$ cat src/sv/wct_pkg.sv
// Shared types and constants for the wear counter table.
package wct_pkg;

    localparam int BLOCKS_DEF     = 256;
    localparam int COUNT_BITS_DEF = 16;
    localparam int MARK_BITS_DEF  = 8;

    localparam logic STATUS_OK       = 1'b0;
    localparam logic STATUS_NO_SPACE = 1'b1;

    typedef enum logic [1:0] {
        FUNC_READ  = 2'd0,
        FUNC_INC   = 2'd1,
        FUNC_WRITE = 2'd2,
        FUNC_FOLD  = 2'd3
    } func_t;

    typedef struct packed {
        func_t       func;
        logic [7:0]  block;
        logic [15:0] new_count;
        logic [7:0]  new_marks;
    } req_t;

    typedef struct packed {
        logic [15:0] wear_count;
        logic [7:0]  marks_out;
        logic        status;
    } rsp_t;

endpackage

$ cat src/sv/wct_update.sv
// Applies one operation to a table entry and forms the result item.
module wct_update
    import wct_pkg::*;
#(
    parameter int COUNT_BITS = COUNT_BITS_DEF,
    parameter int MARK_BITS  = MARK_BITS_DEF
) (
    input  req_t                  req,
    input  logic [COUNT_BITS-1:0] cnt_old,
    input  logic [MARK_BITS-1:0]  marks_old,
    output logic [COUNT_BITS-1:0] cnt_new,
    output logic [MARK_BITS-1:0]  marks_new,
    output rsp_t                  rsp
);

    localparam int CLR_W = $clog2(MARK_BITS + 1);

    // counter plus cleared marks, saturating
    function automatic logic [COUNT_BITS-1:0] effective(
        input logic [COUNT_BITS-1:0] cnt,
        input logic [MARK_BITS-1:0]  marks
    );
        logic [CLR_W-1:0]      ones;
        logic [CLR_W-1:0]      cleared;
        logic [COUNT_BITS:0]   sum;
        ones    = CLR_W'($countones(marks));
        cleared = CLR_W'(MARK_BITS) - ones;
        sum     = {1'b0, cnt} + (COUNT_BITS + 1)'(cleared);
        return sum[COUNT_BITS] ? {COUNT_BITS{1'b1}} : sum[COUNT_BITS-1:0];
    endfunction

    logic [COUNT_BITS-1:0] eff_old;
    logic [COUNT_BITS-1:0] eff_new;
    logic                  status;

    assign eff_old = effective(cnt_old, marks_old);

    always_comb
    begin
        cnt_new   = cnt_old;
        marks_new = marks_old;
        status    = STATUS_OK;
        unique case (req.func)
            FUNC_READ:
            begin
            end
            FUNC_INC:
            begin
                if (marks_old == '0)
                begin
                    status = STATUS_NO_SPACE;
                end
                else
                begin
                    // clear the lowest set mark bit
                    marks_new = marks_old & (marks_old - MARK_BITS'(1));
                end
            end
            FUNC_WRITE:
            begin
                cnt_new   = COUNT_BITS'(req.new_count);
                marks_new = MARK_BITS'(req.new_marks);
            end
            FUNC_FOLD:
            begin
                cnt_new   = eff_old;
                marks_new = {MARK_BITS{1'b1}};
            end
            default:
            begin
            end
        endcase
    end

    assign eff_new = effective(cnt_new, marks_new);

    // after a fold all marks are erased, so the count is the folded counter
    assign rsp.wear_count = 16'((req.func == FUNC_FOLD) ? eff_old : eff_new);
    assign rsp.marks_out  = 8'(marks_new);
    assign rsp.status     = status;

endmodule

$ cat config.mk
export PLATFORM = sky130hd
export DESIGN_NAME = wct_update
export DESIGN_NICKNAME = d
export VERILOG_FILES = /design/src/sv/wct_pkg.sv /design/src/sv/wct_update.sv
export SDC_FILE = /design/constraint.sdc
export NUM_CORES = 1
export LEC_CHECK = 0
export ABC_AREA = 1
export BUFFER_PORTS_ARGS = -buffer_cell sky130_fd_sc_hd__buf_2
export CORE_ASPECT_RATIO = 1.2
export CORE_MARGIN = 5
export CORE_UTILIZATION = 50
export DETAILED_ROUTE_END_ITERATION = 16
export MAX_ROUTING_LAYER = met4
export PLACE_DENSITY = 0.84
export REMOVE_ABC_BUFFERS = 1
export SETUP_SLACK_MARGIN = 0.15
export SYNTH_ARGS = -nofsm -noshare
export SYNTH_HDL_FRONTEND = slang
export SYNTH_SLANG_ARGS = --single-unit
$ cat constraint.sdc
create_clock -name vclk -period 6.5
set_input_delay 0.65 -clock vclk [all_inputs]
set_output_delay 0.65 -clock vclk [all_outputs]
set_load 0.02 [all_outputs]
==> results of run 1 <==
[critical path, delay by kind of cell]
kind,cells,cell delay [ns]
buffers and inverters,21,2.33
AO/OA/AOI/OAI,1,0.16
adder cells (fa/ha/maj),6,2.03
AND/OR/NAND/NOR,4,0.37
[per-layer routing]
| metal | wire [µm] | track usage (%) | vias to the layer above |
|---|---|---|---|
| li1 | - | - | 1526 |
| met1 | 2883 | 26.61 | 1346 |
| met2 | 4016 | 46.80 | 145 |
| met3 | 650 | 1.540 | 24 |
| met4 | 246 | 8.725 | 0 |
| met5 | 0 | - | - |
[layout by cell type (no fill, tap or decap), drive strengths merged, types with 6 or more instances in the layout]
cell type,count
o22ai,10
o21ai,24
nand4,6
nor2,51
fa,10
buf,125
a21oi,12
nand3,49
nand2,116
ha,16
inv,79
[metrics by stage]
step           instance area [µm²]  hold slack, ns  worst slack (ns)
4_1_cts                       3015           1.584            0.1686
6_report                      3100           1.592            0.3211
3_5_place_dp                  2873           1.583          -0.06558
2_1_floorplan                 2245           1.383            0.2883
5_1_grt                       3100           1.600            0.1426
3_3_place_gp                  2873           1.595           0.05222
[cell type report]
cell class / count / area (µm²)
tap: 58 / 72.57
timing repair buffer: 125 / 703.2
multi-input combinational: 318 / 2022
fill: 422 / 1494
inverter: 80 / 302.8
[report_power, final]
part	switching [mW]	internal, mW	leakage [nW]
clock	0	0	0
combinational	0.358	0.250	1.71
sequential	0	0	0
[worst max-delay path by stage]
stage	cells past startpoint	startpoint	end
floorplan	26	marks_old[1]	rsp[19]
global placement	29	marks_old[1]	rsp[14]
detailed placement	29	marks_old[1]	rsp[14]
CTS	28	marks_old[1]	rsp[14]
global route	32	marks_old[1]	cnt_new[0]
finish	32	marks_old[1]	cnt_new[0]
[cell families after synthesis]
| family | after synthesis |
|---|---|
| buffers and inverters | 97 |
| AO/OA/AOI/OAI | 54 |
| XOR/XNOR | 8 |
| AND/OR/NAND/NOR | 230 |
| adder cells (fa/ha/maj) | 26 |
[repair_timing]
| action | in CTS | in global routing |
|---|---|---|
| setup endpoints to repair | 16 | 17 |
| pin swaps | 3 | 9 |
| resized for setup | 8 | 23 |
| cloned | 0 | 0 |
| setup buffers | 15 | 3 |
==> impl_metrics.toml, run 1 <==
[layout]
sequential_cell_area_um2 = 0
nClkBuffers = 0
design.final.nets = 609
total_number_of_sequential_cells = 0
final_cell_utilization_of_the_core_pct = 67.48
area.growth.synth_to_final_pct = 31.60
ratio_of_cells_with_drive_above_1_in_the_final_layout_pct = 37.28
layout.cells.non_filler = 581
num_antenna_cells = 0

[critical_path]
cell_type_of_the_slowest_stage_on_the_worst_timing_path = "fa_1"
crit_end_element = "primary output"
max_stage_delay_ns = 0.52
cp_common_cell = "buf_4"
criticalPathCategory = "in -> out"
worst_ep_required_time_ns = 5.85
worst_setup_path_start_kind = "input port"
worst-path-max-fanout = 6
cp_data_arrival_time_ns = 5.53

[sta]
timing.max_slew.rel_slack_pct = 70.65
unrepaired_setup_endpoints_after_global_routing = "no"
report.final.hold_viol_count = 0
setup_violations = 0
post-route-period-util_pct = 95.06
min_period_ns = 6.179
timing.final.max_slew_violations = 0
worst-slew-pin-transition_ns = 0.4356
final.setup.tns_ns = 0
achievable-frequency_mhz = 161.8

[yosys]
synth.lib_cells_used.distinct = 35
synth_top_family_by_area = "simple AND/OR/NAND/NOR gates"
synth_top_cells_by_area = "nand2_1, inv_1, nand3_1, fa_1, ha_1"
synthMostInstantiatedCell = "nand2_1"
post_synth_and_or_nand_nor_area_fraction_pct = 48.91
synthCells = 415
yosys_warnings = 0
synth.area.mux_share_pct = 0
synthTopCellsByCount = "nand2_1, inv_1, nand3_1"
synthesis.area_um2 = 2356
yosysTopAreaCell = "nand2_1"
synth.avg_cell_area_um2 = 5.677
post-synth-top-area-fraction_pct = 16.25
synth_fa_ha_area_share_pct = 16.99
seq_area_frac_synth_pct = 0
xor_and_xnor_area_share_after_synthesis_pct = 2.974
synth_compound_area_share_pct = 13.54

[die]
die_width_um = 72.67
die_h_um = 85.20
placement_rows = 27
design.portCount = 107
placeableCoreArea_um2 = 4594
die_area_um2 = 6191
start_util_pct = 51.28

[worst_hold_path]
min_delay_path_depth = 3
worstHoldStart = "marks_old[7]"
holdCritPathClass = "in -> out"
worst_hold_path.endpoint = "rsp[0]"

[outcome]
run_status = "complete, no violations"

[global_route]
antenna_found_initial = 0
via_count_of_the_first_global_routing_pass = 2999
grt_start_max_net_pins = 19
grtUsageTotal_pct = 24.83
global_route_wire_length_before_repair_mm = 12.48
grt_overflow = 0

[drt]
firstDrtPassIters = 4
antenna_left = 0
drc = 0
drt_wl_total_mm = 7.796
post_drt_via_cell_ratio = 5.234
wl_per_cell_um = 13.42
initialDrtViolationCount = 118
via_count = 3041

[placed_design]
dp_hpwl_mm = 6.558
routabilityCongestion = 0.9683
placed_cell_count = 563
port_bufs = 99

[power]
power.ir.vdd_worst_uv = 128.3
pwr_density_cell_nw_per_um2 = 196.1
post-layout-total-power_uw = 607.9
leakage_nw = 1.708

[job]
drv.max_cap_violation_count = 0

[cts]
postCtsHoldBufs = 0
(Power assumes the default switching activity.)
==> run 2, diff against run 1 <==
Settings changed: SETUP_SLACK_MARGIN 0.15 to 0.5.
==> impl_metrics.toml, run 2 (synthesized netlist as in run 1, its figures left out) <==
[layout]
final_common_cell = "nand2_1"
final_standard_cell_area_without_fillers_um2 = 3413
total_number_of_sequential_cells = 0
num-fill-cells = 370
ratio_of_cells_with_drive_above_1_in_the_final_layout_pct = 42.99
most-common-layout-cells = "nand2_1, buf_2, inv_1, nand3_1, buf_4"
design.final.nets = 621
sequential_cell_area_um2 = 0
nClkBuffers = 0
num_antenna_cells = 0
multi_input_area_um2 = 2161
area.growth.synth_to_final_pct = 44.88

[drt]
met2_routed_length_mm = 4.448
post_drt_via_cell_ratio = 5.331
via_count = 3161
drt_wl_total_mm = 8.436
initialDrtViolationCount = 92
drc = 0
topRoutingLayerUsed = "met4"
antenna_left = 0
wl_per_cell_um = 14.23
met3WireLength_um = 580
detailed_route_wire_length_on_metal_1_mm = 3.161
firstDrtPassIters = 5

[power]
post-layout-total-power_uw = 705.9
power.ir.vdd_worst_uv = 174.7
comb_power_share_pct = 100.0
internal_power_uw = 309.0
leakage_nw = 1.820
switching_share_pct = 56.22
switchingPower_uw = 396.8
power.share.sequential_pct = 0
clock_power_share_pct = 0
pwr_density_cell_nw_per_um2 = 206.8

[critical_path]
criticalPathCategory = "in -> out"
cp_common_cell = "inv_1"
max_stage_delay_ns = 0.61
cell_type_of_the_slowest_stage_on_the_worst_timing_path = "fa_1"
worst_setup_path_start_kind = "input port"
worst-path-buf-inv = 7
worst-path-max-fanout = 3
cp_data_arrival_time_ns = 5.29
crit_end_element = "primary output"
worst_ep_required_time_ns = 5.85
crit_family = "adder cells"

[placed_design]
placed_area_um2 = 2873
port_bufs = 99
post-place-ws_ns = -0.06558
dp_hpwl_mm = 6.558
routabilityCongestion = 0.9683

[sta]
setup_violations = 0
post-route-period-util_pct = 91.36
achievable-frequency_mhz = 168.4
timing.max_slew.rel_slack_pct = 69.44
setup_slack_ns = 0.5618
min_period_ns = 5.938
timing.final.max_slew_violations = 0
unrepaired_setup_endpoints_after_global_routing = "yes"
fin_worst_hold_slack_ns = 1.565
worst-slew-pin-transition_ns = 0.4562
report.final.hold_viol_count = 0

[job]
drv.max_cap_violation_count = 0

[die]
placement_rows = 27
die_width_um = 72.67
die_h_um = 85.20
start_util_pct = 51.28
placeableCoreArea_um2 = 4594
die_area_um2 = 6191
design.portCount = 107

[global_route]
global_route_wire_length_before_repair_mm = 12.83
via_count_of_the_first_global_routing_pass = 3042
grtUsageTotal_pct = 25.53
antenna_found_initial = 0
grt_overflow = 0
grt_start_max_net_pins = 19

[outcome]
run_status = "complete, no violations"

[worst_hold_path]
holdCritPathClass = "in -> out"
run 2: cell types whose count changed in the layout (fill, tap and decap cells not counted), sizes merged:
cell  change
buf      +12
run 2: cell type report:
type | count | share of cell area (%)
Timing Repair Buffer | 137 | 25.55
Tap cell | 58 | 2.126
Multi-Input combinational cell | 318 | 63.31
Inverter | 80 | 9.018
run 2: power groups by stage:
| stage | Combinational, mW | Clock (mW) | Sequential (mW) |
|---|---|---|---|
| after CTS | 0.611 | 0 | 0 |
| after floorplan | 0.370 | 0 | 0 |
| after detailed placement | 0.533 | 0 | 0 |
| after global placement | 0.519 | 0 | 0 |
| after global routing | 0.763 | 0 | 0 |
| final | 0.706 | 0 | 0 |
run 2: repair_timing:
| action | in CTS | in global routing |
|---|---|---|
| hold buffers | 0 | 0 |
| endpoints found under the setup margin | 16 | 17 |
| gates cloned | 0 | 0 |
| gates resized for setup | 33 | 52 |
| pin swaps | 16 | 31 |
| setup buffers | 20 | 10 |
run 2: routing by layer:
metal / up-vias / global-route usage (%)
met5: - / -
met1: 1447 / 27.76
met4: 0 / 9.732
met2: 144 / 47.45
met3: 22 / 1.303
li1: 1548 / -
run 2: metrics by stage:
| stage | cells | setup TNS (ns) | util (%) |
|---|---|---|---|
| floorplan | 398 | 0 | - |
| global placement | 563 | 0 | 62.53 |
| detailed placement | 563 | -0.4076 | 62.53 |
| CTS | 583 | 0 | 68.36 |
| global route | 593 | 0 | 74.29 |
| finish | 593 | 0 | 74.29 |
run 2: path summary, 6_finish.rpt:
path,startpoint,end,slack (ns),depth (start not counted)
max,marks_old[0],rsp[20],0.56,28
min,marks_old[7],rsp[0],1.56,3
